### src/hdl/ata_taskfile_command_builder_defines.svh
// Assertion macros shared by the task-file command builder RTL.
`ifndef ATA_TASKFILE_COMMAND_BUILDER_DEFINES_SVH
`define ATA_TASKFILE_COMMAND_BUILDER_DEFINES_SVH

`ifndef SYNTH
// Checked on every rising edge of clk, switched off while rst_n is low.
`define ATCB_ASSERT_CLK(lbl, prop, msg) \
  lbl: assert property (@(posedge clk) disable iff (!rst_n) prop) else $error(msg);
// Checked on every rising edge of clk, reset cycles included.
`define ATCB_ASSERT_RST(lbl, prop, msg) \
  lbl: assert property (@(posedge clk) prop) else $error(msg);
`else
`define ATCB_ASSERT_CLK(lbl, prop, msg)
`define ATCB_ASSERT_RST(lbl, prop, msg)
`endif

`endif

### src/hdl/atcb_pkg.sv
// Types and constants of the ATA task-file command builder.
package atcb_pkg;

  // Addressing modes held in the mode register; any other code means CHS.
  localparam logic [1:0] ADDR_MODE_LBA28 = 2'd1;
  localparam logic [1:0] ADDR_MODE_LBA48 = 2'd2;

  // Configuration register select (word address bit).
  localparam logic CFG_SEL_MODE     = 1'b0;
  localparam logic CFG_SEL_CAPACITY = 1'b1;

  // Sector numbers at or above this value always use 48-bit addressing.
  localparam logic [31:0] FORCE_LBA48_AT = 32'h0FFF_FFFF;

  // CHS conversion: in CHS form the LBA is below 2^28, so lba / 63 is taken
  // as (lba * CHS_RECIP) >> CHS_SHIFT, exact over that whole range.
  localparam int              LBA_CHS_W = 28;
  localparam int              QUO_W     = 22;
  localparam int              PROD_W    = 57;
  localparam int              CHS_SHIFT = 34;
  localparam logic [28:0]     CHS_RECIP = 29'd272696337;

  // Register data bytes.
  localparam logic [7:0] SEL_CHS      = 8'hA0;
  localparam logic [7:0] SEL_LBA      = 8'hE0;
  localparam logic [7:0] OP_READ      = 8'h20;
  localparam logic [7:0] OP_READ_EXT  = 8'h24;
  localparam logic [7:0] OP_WRITE     = 8'h30;
  localparam logic [7:0] OP_WRITE_EXT = 8'h34;
  localparam logic [7:0] HOB_BIT      = 8'h80;
  localparam logic [7:0] NIEN_BIT     = 8'h02;

  // Register offsets.
  localparam logic [2:0] REG_DEVCTL  = 3'd2;
  localparam logic [2:0] REG_COUNT   = 3'd2;
  localparam logic [2:0] REG_LBA_LO  = 3'd3;
  localparam logic [2:0] REG_LBA_MID = 3'd4;
  localparam logic [2:0] REG_LBA_HI  = 3'd5;
  localparam logic [2:0] REG_SELECT  = 3'd6;
  localparam logic [2:0] REG_COMMAND = 3'd7;

  // Number of register writes per request.
  localparam logic [4:0] SEQ_LEN_SHORT = 5'd7;
  localparam logic [4:0] SEQ_LEN_LBA48 = 5'd19;

  // A checked and decoded request as handed to the write sequencer.
  typedef struct packed {
    logic             vld;
    logic             err;
    logic             lba48;
    logic             chs;
    logic             wr;
    logic             slave;
    logic [7:0]       cnt;
    logic [31:0]      lba;
    logic [QUO_W-1:0] quo;
  } atcb_req_t;

  // One register write, or the error result.
  typedef struct packed {
    logic       ctl;
    logic [2:0] off;
    logic [7:0] data;
    logic       status;
    logic       last;
  } atcb_res_t;

endpackage

### src/hdl/atcb_seq.sv
// Write sequencer: steps through the register writes of one request.
module atcb_seq
  import atcb_pkg::*;
(
  input  logic      clk,
  input  logic      rst_n,
  input  atcb_req_t req,
  output logic      done,
  output logic      res_vld,
  output atcb_res_t res
);

  logic [4:0]  step_r, step_nxt;
  logic [4:0]  slot;
  logic [4:0]  last_idx;
  logic [27:0] quo63;
  logic [27:0] rem;
  logic [7:0]  a0, a1, a2, sel, cmd;
  logic [3:0]  head;
  atcb_res_t   res_nxt;
  atcb_res_t   res_r;
  logic        res_vld_r;

  always_comb begin
    // Sector number within the track is lba - 63 * (lba / 63), plus one.
    quo63 = {req.quo, 6'b0} - {6'b0, req.quo};
    rem   = req.lba[LBA_CHS_W-1:0] - quo63;
    if (req.chs) begin
      a0   = {2'b0, rem[5:0]} + 8'd1;
      a1   = req.quo[11:4];
      a2   = req.quo[19:12];
      head = req.quo[3:0];
    end else begin
      a0   = req.lba[7:0];
      a1   = req.lba[15:8];
      a2   = req.lba[23:16];
      head = req.lba48 ? 4'd0 : req.lba[27:24];
    end
    sel = (req.chs ? SEL_CHS : SEL_LBA) | {3'b0, req.slave, 4'b0} | {4'b0, head};
    if (req.wr) begin
      cmd = req.lba48 ? OP_WRITE_EXT : OP_WRITE;
    end else begin
      cmd = req.lba48 ? OP_READ_EXT : OP_READ;
    end
    last_idx = req.lba48 ? (SEQ_LEN_LBA48 - 5'd1) : (SEQ_LEN_SHORT - 5'd1);
    // Short sequences skip the twelve high-order writes.
    slot = (req.lba48 || step_r < 5'd2) ? step_r : step_r + 5'd12;
  end

  always_comb begin
    res_nxt = '0;
    case (slot)
      5'd0: begin
        res_nxt.ctl = 1'b1; res_nxt.off = REG_DEVCTL; res_nxt.data = NIEN_BIT;
      end
      5'd1: begin
        res_nxt.off = REG_SELECT; res_nxt.data = sel;
      end
      5'd2, 5'd5, 5'd8, 5'd11: begin
        res_nxt.ctl = 1'b1; res_nxt.off = REG_DEVCTL; res_nxt.data = HOB_BIT | NIEN_BIT;
      end
      5'd4, 5'd7, 5'd10, 5'd13: begin
        res_nxt.ctl = 1'b1; res_nxt.off = REG_DEVCTL; res_nxt.data = NIEN_BIT;
      end
      5'd3: begin
        res_nxt.off = REG_COUNT; res_nxt.data = 8'd0;
      end
      5'd6: begin
        res_nxt.off = REG_LBA_LO; res_nxt.data = req.lba[31:24];
      end
      5'd9: begin
        res_nxt.off = REG_LBA_MID; res_nxt.data = 8'd0;
      end
      5'd12: begin
        res_nxt.off = REG_LBA_HI; res_nxt.data = 8'd0;
      end
      5'd14: begin
        res_nxt.off = REG_COUNT; res_nxt.data = req.cnt;
      end
      5'd15: begin
        res_nxt.off = REG_LBA_LO; res_nxt.data = a0;
      end
      5'd16: begin
        res_nxt.off = REG_LBA_MID; res_nxt.data = a1;
      end
      5'd17: begin
        res_nxt.off = REG_LBA_HI; res_nxt.data = a2;
      end
      5'd18: begin
        res_nxt.off = REG_COMMAND; res_nxt.data = cmd;
      end
      default: begin
        res_nxt = '0;
      end
    endcase
    res_nxt.last = (step_r == last_idx);
    if (req.err) begin
      res_nxt        = '0;
      res_nxt.status = 1'b1;
      res_nxt.last   = 1'b1;
    end
  end

  assign done = req.vld && (req.err || step_r == last_idx);

  always_comb begin
    if (done) begin
      step_nxt = 5'd0;
    end else if (req.vld) begin
      step_nxt = step_r + 5'd1;
    end else begin
      step_nxt = step_r;
    end
  end

  always_ff @(posedge clk) begin
    if (!rst_n) begin
      step_r    <= 5'd0;
      res_vld_r <= 1'b0;
    end else begin
      step_r    <= step_nxt;
      res_vld_r <= req.vld;
    end
    res_r <= res_nxt;
  end

  assign res_vld = res_vld_r;
  assign res     = res_r;

endmodule

### src/hdl/ata_taskfile_command_builder.sv
// Top level of the ATA task-file command builder.
//
//   channel   handshake                     payload
//   -------   ---------------------------   ------------------------------------
//   request   start / busy                  in_start_sector, in_sector_count,
//                                           in_is_write, in_slave_drive
//   writes    out_valid                     out_to_control_block, out_reg_offset,
//                                           out_write_data, out_status, out_last
//   config    APB psel/penable/pwrite       paddr, pwdata, prdata (pready tied high)
//
// A request is transferred on an edge with start high and busy low. It passes
// the input, decode and output registers; then its writes leave one per cycle:
// 19 in LBA48 form, 7 in CHS or LBA28 form, or one error result past capacity.
// busy is high only while a second request waits behind the one being written.
// The receiver cannot stall the outputs. rst_n is synchronous and active low
// and clears both configuration registers.
`include "ata_taskfile_command_builder_defines.svh"

module ata_taskfile_command_builder
  import atcb_pkg::*;
(
  input  logic        clk,
  input  logic        rst_n,
  // Request channel.
  input  logic        start,
  output logic        busy,
  input  logic [31:0] in_start_sector,
  input  logic [7:0]  in_sector_count,
  input  logic        in_is_write,
  input  logic        in_slave_drive,
  // Register write channel.
  output logic        out_valid,
  output logic        out_to_control_block,
  output logic [2:0]  out_reg_offset,
  output logic [7:0]  out_write_data,
  output logic        out_status,
  output logic        out_last,
  // Configuration port.
  input  logic        psel,
  input  logic        penable,
  input  logic        pwrite,
  input  logic [2:0]  paddr,
  input  logic [31:0] pwdata,
  output logic [31:0] prdata,
  output logic        pready
);

  // Configuration registers. Register 0 sits at byte address 0 and register 1
  // at byte address 4; only the word address bit selects between them.
  logic [1:0]  mode_r;
  logic [31:0] cap_r;
  logic        cfg_wr;

  assign pready = 1'b1;
  assign cfg_wr = psel && penable && pwrite && pready;

  always_ff @(posedge clk) begin
    if (!rst_n) begin
      mode_r <= 2'd0;
      cap_r  <= 32'd0;
    end else if (cfg_wr) begin
      if (paddr[2] == CFG_SEL_MODE) begin
        mode_r <= pwdata[1:0];
      end
      if (paddr[2] == CFG_SEL_CAPACITY) begin
        cap_r <= pwdata;
      end
    end
  end

  assign prdata = (paddr[2] == CFG_SEL_CAPACITY) ? cap_r : {30'b0, mode_r};

  // Input stage: the request as it was transferred.
  logic        s1_vld_r, s1_vld_nxt;
  logic [31:0] s1_lba_r;
  logic [7:0]  s1_cnt_r;
  logic        s1_wr_r;
  logic        s1_slave_r;
  logic        accept;
  logic        s1_move;
  logic        s2_free;
  logic        seq_done;

  // Decode stage: capacity check, addressing form and the CHS quotient.
  logic [32:0]       end_sector;
  logic              s1_err;
  logic              s1_lba48;
  logic              s1_lba28;
  logic [PROD_W-1:0] chs_prod;
  atcb_req_t         s2_r, s2_nxt;

  atcb_res_t res;
  logic      res_vld;

  assign s2_free = !s2_r.vld || seq_done;
  assign s1_move = s1_vld_r && s2_free;
  assign busy    = s1_vld_r && !s2_free;
  assign accept  = start && !busy;

  always_comb begin
    if (accept) begin
      s1_vld_nxt = 1'b1;
    end else if (s1_move) begin
      s1_vld_nxt = 1'b0;
    end else begin
      s1_vld_nxt = s1_vld_r;
    end
  end

  always_ff @(posedge clk) begin
    if (!rst_n) begin
      s1_vld_r <= 1'b0;
    end else begin
      s1_vld_r <= s1_vld_nxt;
    end
    if (accept) begin
      s1_lba_r   <= in_start_sector;
      s1_cnt_r   <= in_sector_count;
      s1_wr_r    <= in_is_write;
      s1_slave_r <= in_slave_drive;
    end
  end

  always_comb begin
    // The end of the request is compared with a 33-bit sum so it cannot wrap.
    end_sector = {1'b0, s1_lba_r} + {25'b0, s1_cnt_r};
    s1_err     = end_sector > {1'b0, cap_r};
    s1_lba48   = (mode_r == ADDR_MODE_LBA48) || (s1_lba_r >= FORCE_LBA48_AT);
    s1_lba28   = !s1_lba48 && (mode_r == ADDR_MODE_LBA28);
    // CHS is only used for sectors below 2^28, so 28 bits of the LBA suffice.
    chs_prod   = PROD_W'(s1_lba_r[LBA_CHS_W-1:0]) * PROD_W'(CHS_RECIP);

    s2_nxt = s2_r;
    if (s1_move) begin
      s2_nxt.vld   = 1'b1;
      s2_nxt.err   = s1_err;
      s2_nxt.lba48 = s1_lba48;
      s2_nxt.chs   = !s1_lba48 && !s1_lba28;
      s2_nxt.wr    = s1_wr_r;
      s2_nxt.slave = s1_slave_r;
      s2_nxt.cnt   = s1_cnt_r;
      s2_nxt.lba   = s1_lba_r;
      s2_nxt.quo   = chs_prod[CHS_SHIFT +: QUO_W];
    end else if (seq_done) begin
      s2_nxt.vld = 1'b0;
    end
  end

  always_ff @(posedge clk) begin
    if (!rst_n) begin
      s2_r.vld <= 1'b0;
    end else begin
      s2_r.vld <= s2_nxt.vld;
    end
    s2_r.err   <= s2_nxt.err;
    s2_r.lba48 <= s2_nxt.lba48;
    s2_r.chs   <= s2_nxt.chs;
    s2_r.wr    <= s2_nxt.wr;
    s2_r.slave <= s2_nxt.slave;
    s2_r.cnt   <= s2_nxt.cnt;
    s2_r.lba   <= s2_nxt.lba;
    s2_r.quo   <= s2_nxt.quo;
  end

  // The sequencer walks the decoded request one register write per cycle and
  // signals done in the cycle it computes the final write, before registering it.
  atcb_seq u_seq (
    .clk     (clk),
    .rst_n   (rst_n),
    .req     (s2_r),
    .done    (seq_done),
    .res_vld (res_vld),
    .res     (res)
  );

  assign out_valid            = res_vld;
  assign out_to_control_block = res.ctl;
  assign out_reg_offset       = res.off;
  assign out_write_data       = res.data;
  assign out_status           = res.status;
  assign out_last             = res.last;

  // An error result stands alone and carries no register write.
  `ATCB_ASSERT_CLK(a_err, out_valid && out_status |-> out_last && !out_to_control_block, "error result")
  // Writes of one request leave back to back with no gap.
  `ATCB_ASSERT_CLK(a_no_gap, out_valid && !out_last |=> out_valid, "gap inside a write sequence")
  // A transferred request is always held in the input stage.
  `ATCB_ASSERT_CLK(a_accept_held, start && !busy |=> s1_vld_r, "transferred request was dropped")
  // A finished request with nothing waiting leaves the decode stage empty.
  `ATCB_ASSERT_CLK(a_stage_frees, s2_r.vld && seq_done && !s1_vld_r |=> !s2_r.vld, "stage stuck")
  // Reset leaves the block quiet and ready.
  `ATCB_ASSERT_RST(a_reset_quiet, !rst_n |=> !out_valid && !busy, "outputs active after reset")

endmodule

### config.mk
export PLATFORM = sky130hd
export DESIGN_NAME = ata_taskfile_command_builder
export DESIGN_NICKNAME = d
export VERILOG_FILES = /design/src/hdl/atcb_pkg.sv /design/src/hdl/atcb_seq.sv /design/src/hdl/ata_taskfile_command_builder.sv
export VERILOG_INCLUDE_DIRS = /design/src /design/src/hdl
export SDC_FILE = /design/constraint.sdc
export NUM_CORES = 1
export LEC_CHECK = 0
export ABC_AREA = 1
export BUFFER_PORTS_ARGS = -buffer_cell sky130_fd_sc_hd__buf_2
export CORE_AREA = 2 2 159 161
export CTS_CLUSTER_DIAMETER = 200
export DETAILED_ROUTE_END_ITERATION = 6
export DIE_AREA = 0 0 161 163
export GPL_TIMING_DRIVEN = 0
export HOLD_SLACK_MARGIN = 0.06
export PLACE_DENSITY = 0.81
export SYNTH_ARGS = -nofsm -noshare
export SYNTH_HDL_FRONTEND = slang
export SYNTH_SLANG_ARGS = --single-unit
### constraint.sdc
create_clock -name clk -period 6.5 [get_ports clk]
set_clock_uncertainty 0.15 [all_clocks]
set_input_delay 0.325 -clock clk [delete_from_list [all_inputs] [get_ports clk]]
set_output_delay 0.325 -clock clk [all_outputs]
set_load 0.1 [all_outputs]
==> key figures, run 1 <==
Outcome
  • Status: complete, but fails checks
  • Violated checks: DRC

Synth
  • Cell taking the most area after synthesis: edfxtp_1
  • Mapped Area: 14,600 µm²
  • Ys async rst share: 0
  • Mean Syn Cell Area: 7.96 µm²
  • Share of the synthesized area in the top cell type: 0.221
  • Cells after synthesis: 1,828
  • Synth area leaders: edfxtp_1 (22%), ha_1 (19%), nand2_1 (10%), fa_1 (8.3%), inv_1 (8.1%)
  • Post-synthesis cell type count: 45
  • Seq/Total Area, Yosys: 0.298
  • Post-synth top flop: edfxtp_1
  • Mapped Nets: 2,194
  • Post-synth EDFFs: 107
  • Flops & latches, synth: 163
  • YS warnings: 0

Hold path
  • WHS Path Cells: 3
  • Worst hold path type: input port to flop
  • HP Start: pwdata[30]
  • WHS Endpoint: cap_r[30]

Route
  • Initial DRC count: 1,039
  • First drt pass iteration count: 7
  • Post-route DRC: 2
  • Vias after detailed routing: 13.4k
  • DR WL/cell: 18.4 µm
  • Vias/cell: 5.60
  • ANT nets after route: 0
  • Routed Wire Length: 44,000 µm

Finish
  • Layout Area Growth over Synthesis: 16.4%
  • Non-filler instance count after layout: 2,391
  • Proportion of layout cells with a drive suffix above 1: 0.0957
  • Final #Nets: 2,412
  • Fill cells: 1,946

Place
  • HPWL after detailed placement: 33,900 µm
  • DP Cell Count: 2,285
  • Dpl ws: 1190 ps
  • Gpl congestion: 1.01
  • Port bufs: 126

Timing
  • Final total negative setup slack: 0 ps
  • FMAX: 187 MHz
  • Post-layout min period: 5340 ps
  • Final setup fails: 0
  • Final hold violations: 0
  • Pins Over Slew Limit: 0
  • RSZ-0062 raised after global routing: false
  • Headroom to the max-slew limit: 0.356
  • Setup slack after layout: 1160 ps
  • Actual slew at the worst max-slew pin: 967 ps
  • Final period util: 0.821

Global route
  • Initial antenna violation count: 1
  • GRT Overall Usage: 0.340
  • Pin count of the biggest net entering global routing: 50
  • Congestion Overflow GR: 0
  • First-pass GRT wire length: 68,600 µm
  • Vias in the first global route: 13.5k

Clocking
  • TritonCTS Buffers: 17
  • H-Tree Depth: 4
  • Reg clk slew, reported paths: 80 ps
  • Hold_buf cts: 72
  • Post-CTS Setup Bufs: 0
  • Clock Root Buffer: clkbuf_16
  • Post_cts resized: 0
  • CTS max path bufs: 2
  • CTS tree: yes
  • Worst-skew pair later-pin latency: 450 ps
  • Clock sink count: 163

Critical path
  • Crit Path Max Fanout: 7
  • CP arrival: 5370 ps
  • Worst r2r src: s1_lba_r[21]
  • RR Endpoint: s2_r[10]
  • Startpoint type of the worst setup path: flop
  • Nature of the critical path endpoint: flop
  • R2R cell count: 17
  • Worst EP required: 6530 ps
  • R2R Setup Slk: 1160 ps
  • Setup CP Type: flop to flop

Run
  • Max Cap Viol: 0

Power and ir drop
  • Pwr dens: 292 nW/µm²
  • Static leakage: 8.37 nW
  • Total Power: 4.95 mW
  • Max IR drop VDD: 0.000208 V

Floorplan
  • Row cnt: 58
  • Core ar.: 24,700 µm²
  • Initial core utilization: 0.590
  • I/O pins: 132
  • Die height: 163 µm
  • Die area: 26,200 µm²
  • Die W: 161 µm
cell families (layout without fill, tap and decap cells):
logic type,count (synthesis),after routing,synth area share
and+or+nand+nor,722,722,0.210
buffers and inverters,344,575,0.0891
adders and majority gates,283,283,0.274
AOI/OAI and AO/OA,265,265,0.0988
DFF,163,163,0.298
xor gates and xnor gates,49,49,0.0295
other,1,3,0.000258
muxes,1,1,0.000688
metrics by stage:
| stage | instance area, µm² | utilization | hold slack, ps |
|---|---|---|---|
| 2_1_floorplan | 14600 | - | 196 |
| 3_3_place_gp | 15600 | 0.632 | 221 |
| 3_5_place_dp | 15600 | 0.633 | 239 |
| 4_1_cts | 16900 | 0.686 | 63.3 |
| 5_1_grt | 16900 | 0.686 | 98.0 |
| 6_report | 16900 | 0.686 | 75.0 |
critical path, stage by stage (launching register included):
cell	delay (ps)
edfxtp_1	600
ha_1	400
inv_1	60
fa_1	520
fa_1	550
inv_1	80
fa_1	510
inv_1	60
fa_1	530
inv_1	40
ha_1	310
nand2_1	160
inv_1	60
a21oi_1	290
o21ai_0	180
a31oi_1	200
nand3_1	160
xor2_1	190
registers in the layout (all words and copies together), names as in the netlist:
name,cells
s1_vld_r,1
u_seq.res,14
cap_r,32
s1_lba_r,32
s1_cnt_r,8
s1_wr_r,1
u_seq.res_vld,1
s2_r,66
u_seq.step_r,5
mode_r,2
s1_slave_r,1
final cells by class:
type | count | area (µm²) | share of cell area
timing repair buffer | 199 | 1370 | 0.0810
tap | 330 | 413 | 0.0244
clock buffer | 18 | 429 | 0.0253
antenna | 2 | 5.00 | 0.000296
sequential | 163 | 4330 | 0.256
multi-input combinational | 1321 | 8920 | 0.527
inverter | 323 | 1210 | 0.0716
buffer | 21 | 83.8 | 0.00495
clock inverter | 14 | 163 | 0.00961
worst max-delay path by stage:
| stage | start | endpoint | slack (ps) | cells after the start |
|---|---|---|---|---|
| 3_3_place_gp | s1_lba_r[21] | s2_r[10] | 1210 | 17 |
| 6_report | s1_lba_r[21] | s2_r[10] | 1160 | 17 |
| 3_5_place_dp | s1_lba_r[20] | s2_r[10] | 1190 | 15 |
| 5_1_grt | s1_lba_r[20] | s2_r[11] | 930 | 16 |
| 4_1_cts | s1_lba_r[20] | s2_r[10] | 1160 | 15 |
| 2_1_floorplan | s1_lba_r[21] | s2_r[12] | 1880 | 20 |
cells in the final DEF, fill, tap and decap left out, types with 9 or more instances in the layout:
| master | instances |
|---|---|
| a21oi_1 | 124 |
| buf_2 | 127 |
| clkbuf_1 | 16 |
| clkbuf_16 | 17 |
| dfxtp_1 | 56 |
| dlygate4sd3_1 | 72 |
| edfxtp_1 | 107 |
| fa_1 | 60 |
| ha_1 | 223 |
| inv_1 | 311 |
| inv_2 | 10 |
| nand2_1 | 392 |
| nand3_1 | 82 |
| nand4_1 | 23 |
| nor2_1 | 168 |
| nor3_1 | 18 |
| nor4_1 | 9 |
| o21ai_0 | 97 |
| xnor2_1 | 11 |
| xor2_1 | 38 |
synth_stat cells, drive strengths merged (2+ instances only):
cell type / instances
nand2: 403
inv: 321
ha: 223
nor2: 173
a21oi: 126
edfxtp: 107
o21ai: 97
nand3: 85
fa: 60
dfxtp: 56
xor2: 38
nand4: 23
nor3: 21
clkbuf: 15
xnor2: 11
nor4: 9
o21bai: 7
a21boi: 6
a31oi: 6
buf: 6
a211oi: 5
a21o: 5
o21a: 5
o211ai: 4
nand3b: 3
or2: 3
clkinv: 2
o221ai: 2
o31ai: 2
routing by layer:
metal  vias to the layer above  track usage  wire length, µm  part of all wire
met5                         -            0                0                 0
met4                         0        0.158             1890             0.043
met3                       144       0.0586             3020             0.069
met2                       571        0.598            21900              0.50
met1                      6266        0.407            17200              0.39
li1                       6413            -                -                 -
report_power, final:
group,leakage [nW],internal (mW),switching [mW]
combinational,6.61,0.901,1.72
clock,0.288,0.518,0.495
sequential,1.47,1.23,0.0895
total,8.37,2.64,2.30
Note: power is estimated with default switching activity, not from simulation.
==> inputs of run 2 (changes only) <==
--- a/config.mk
+++ b/config.mk
@@ -8,13 +8,13 @@
 export LEC_CHECK = 0
 export ABC_AREA = 1
 export BUFFER_PORTS_ARGS = -buffer_cell sky130_fd_sc_hd__buf_2
-export CORE_AREA = 2 2 159 161
+export CORE_AREA = 2 2 165 167
 export CTS_CLUSTER_DIAMETER = 200
 export DETAILED_ROUTE_END_ITERATION = 6
-export DIE_AREA = 0 0 161 163
+export DIE_AREA = 0 0 167 169
 export GPL_TIMING_DRIVEN = 0
 export HOLD_SLACK_MARGIN = 0.06
-export PLACE_DENSITY = 0.81
+export PLACE_DENSITY = 0.79
 export SYNTH_ARGS = -nofsm -noshare
 export SYNTH_HDL_FRONTEND = slang
 export SYNTH_SLANG_ARGS = --single-unit
==> constraint.sdc (replaced) <==
create_clock -name clk -period 4.34 [get_ports clk]
set_clock_uncertainty 0.15 [all_clocks]
set_input_delay 0.217 -clock clk [delete_from_list [all_inputs] [get_ports clk]]
set_output_delay 0.217 -clock clk [all_outputs]
set_load 0.1 [all_outputs]
==> key figures, run 2 (same netlist as run 1, synthesis figures left out) <==
Clocking
  • TritonCTS Buffers: 17 (unchanged)
  • Clock Root Buffer: clkbuf_16
  • H-Tree Depth: 4 (unchanged)
  • Reg clk slew, reported paths: 80 ps (about the same)
  • Clock sink count: 163 (unchanged)
  • CTS max path bufs: 2 (unchanged)
  • CTS tree: yes
  • Worst-skew pair later-pin latency: 460 ps (about the same)

Place
  • HPWL after detailed placement: 33,400 µm (-1.5%)
  • Dpl ws: -664 ps (-1860 ps)
  • Gpl congestion: 0.972 (-4.0%)
  • Area post-placement: 15,800 µm² (+1.2%)
  • Port bufs: 126 (unchanged)

Finish
  • Design area: 18,300 µm² (+8.3%)
  • Largest register FFs: 66 (unchanged)
  • Biggest regs: s2_r (66), cap_r (32), s1_lba_r (32)
  • ANT cells: 0 (-2)
  • Largest register by flop count: s2_r
  • Most common cell after layout, fill and taps aside: nand2_1
  • Most frequent cells in the layout: nand2_1 (362), inv_1 (291), ha_1 (204)
  • Proportion of layout cells with a drive suffix above 1: 0.196 (+0.100)
  • Layout Area Growth over Synthesis: 26.0%
  • Final #Nets: 2,489 (+3.2%)

Critical path
  • Worst EP required: 4400 ps (-2130 ps)
  • CP arrival: 4870 ps (-500 ps)
  • Nature of the critical path endpoint: flop
  • Crit Path Max Fanout: 5 (-2)
  • Startpoint type of the worst setup path: flop
  • Setup CP Type: flop to flop

Power and ir drop
  • Static leakage: 8.93 nW (+6.6%)
  • Max IR drop VDD: 0.000424 V (+100%)
  • Pwr dens: 484 nW/µm² (+66%)

Timing
  • Final setup fails: 20 (+20)
  • Actual slew at the worst max-slew pin: 975 ps (+8.91 ps)
  • Setup slack after layout: -467 ps (-1630 ps)
  • RSZ-0062 raised after global routing: true
  • Final hold violations: 0 (unchanged)
  • Final period util: 1.11 (+0.286)
  • Pins Over Slew Limit: 0 (unchanged)
  • Post-layout min period: 4810 ps (-531 ps)
  • Worst hold margin: 114 ps (+38.5 ps)
  • FMAX: 208 MHz (+11%)
  • Headroom to the max-slew limit: 0.350 (-0.00594)

Route
  • ANT nets after route: 0 (unchanged)
  • Vias after detailed routing: 14.0k (+4.9%)
  • First drt pass iteration count: 6 (-1)
  • Post-route DRC: 0 (-2)
  • DR WL/cell: 19.1 µm (+4.0%)
  • Vias/cell: 5.67 (+1.2%)
  • Routed Wire Length: 47,400 µm (+7.8%)
  • Initial DRC count: 1,298 (+25%)

Floorplan
  • Die height: 169 µm (+3.7%)
  • Initial core utilization: 0.549 (-0.0407)
  • Core ar.: 26,500 µm² (+7.4%)
  • I/O pins: 132 (unchanged)
  • Die W: 167 µm (+3.7%)
  • Die area: 28,200 µm² (+7.5%)
  • Row cnt: 60 (+3.4%)

Global route
  • Initial antenna violation count: 0 (-1)
  • Vias in the first global route: 14.4k (+7.2%)
  • Congestion Overflow GR: 0 (unchanged)
  • First-pass GRT wire length: 73,000 µm (+6.4%)
  • GRT Overall Usage: 0.334 (-0.00583)
  • Pin count of the biggest net entering global routing: 43 (-14%)

Hold path
  • Worst hold path type: input port to flop

Outcome
  • Violated checks: setup timing
  • Status: complete, but fails checks

Run
  • Max Cap Viol: 0 (unchanged)
-- run 2: cell types whose count changed in the layout (fill, tap and decap cells not counted), moves of 15 or more --
cell     before  now
buf_4         1   65
ha_1        223  204
nor2_2        2   17
nand2_1     392  362
a21oi_1     124  109
nand2_2       8   28
nor2_1      168  141
inv_2        10   30
inv_1       311  291
-- run 2: final timing paths --
path | end | cells after the start | slack (ps) | start
max | s2_r[16] | 20 | -470 | s1_lba_r[21]
min | cap_r[2] | 3 | 110 | rst_n
max reg2reg | s2_r[16] | 20 | -470 | s1_lba_r[21]
min reg2reg | u_seq.res[1] | 0 | 260 | s2_r[66]
-- run 2: routing by layer --
metal  GRT usage  vias up  wire length [µm]  share of wire
met4       0.189        2              2870          0.061
met3      0.0680      226              3970          0.084
met2       0.574      725             22800           0.48
li1            -     6579                 -              -
met5           0        -                33        0.00070
met1       0.390     6516             17700           0.37
-- run 2: area by class of cell --
cell class	count	area, µm²
multi-input cells	1321	9710
fillers	1971	8160
clock buffers	17	425
repair buffers	276	1990
well taps	341	427
flip-flops and latches	163	4330
plain buffers	21	83.8
inverters	323	1210
clock inverters	15	156
-- run 2: timing repair --
item                                    in CTS  in global routing
cloned                                       0                  0
pin swaps                                   42                 42
gates resized for setup                     90                 79
hold buffers                                78                  0
endpoints found under the setup margin      20                 21
endpoints found under the hold margin       77                  0
buffers inserted                            49                 22
-- run 2: stage by stage --
step | power, mW | TNS (ps) | cells | util
2_1_floorplan | 4.96 | -391 | 1828 | -
3_3_place_gp | 6.00 | -9830 | 2295 | 0.596
3_5_place_dp | 6.07 | -10160 | 2296 | 0.597
4_1_cts | 8.34 | -6520 | 2455 | 0.675
5_1_grt | 9.45 | -11090 | 2477 | 0.692
6_report | 8.88 | -8020 | 2477 | 0.692
-- run 2: critical path, stage by stage, from the launching register on --
cell      delay (ps)
edfxtp_1         410
buf_6            160
ha_4             270
inv_2             40
fa_2             490
fa_1             570
inv_2             50
fa_1             500
inv_2             40
fa_1             530
inv_2             60
ha_4             310
nand2_2          100
nor2_2           110
inv_2             70
nor4_4           260
nand2_1          100
nand2_2          110
nand2_1           80
nand3_1           80
nand2_1           60
-- run 2: report_power, final --
group / switching [mW] / internal, mW / leakage (nW)
logic: 3.35 / 2.06 / 7.17
clock network: 0.774 / 0.769 / 0.287
registers: 0.0928 / 1.83 / 1.47
total: 4.22 / 4.66 / 8.93
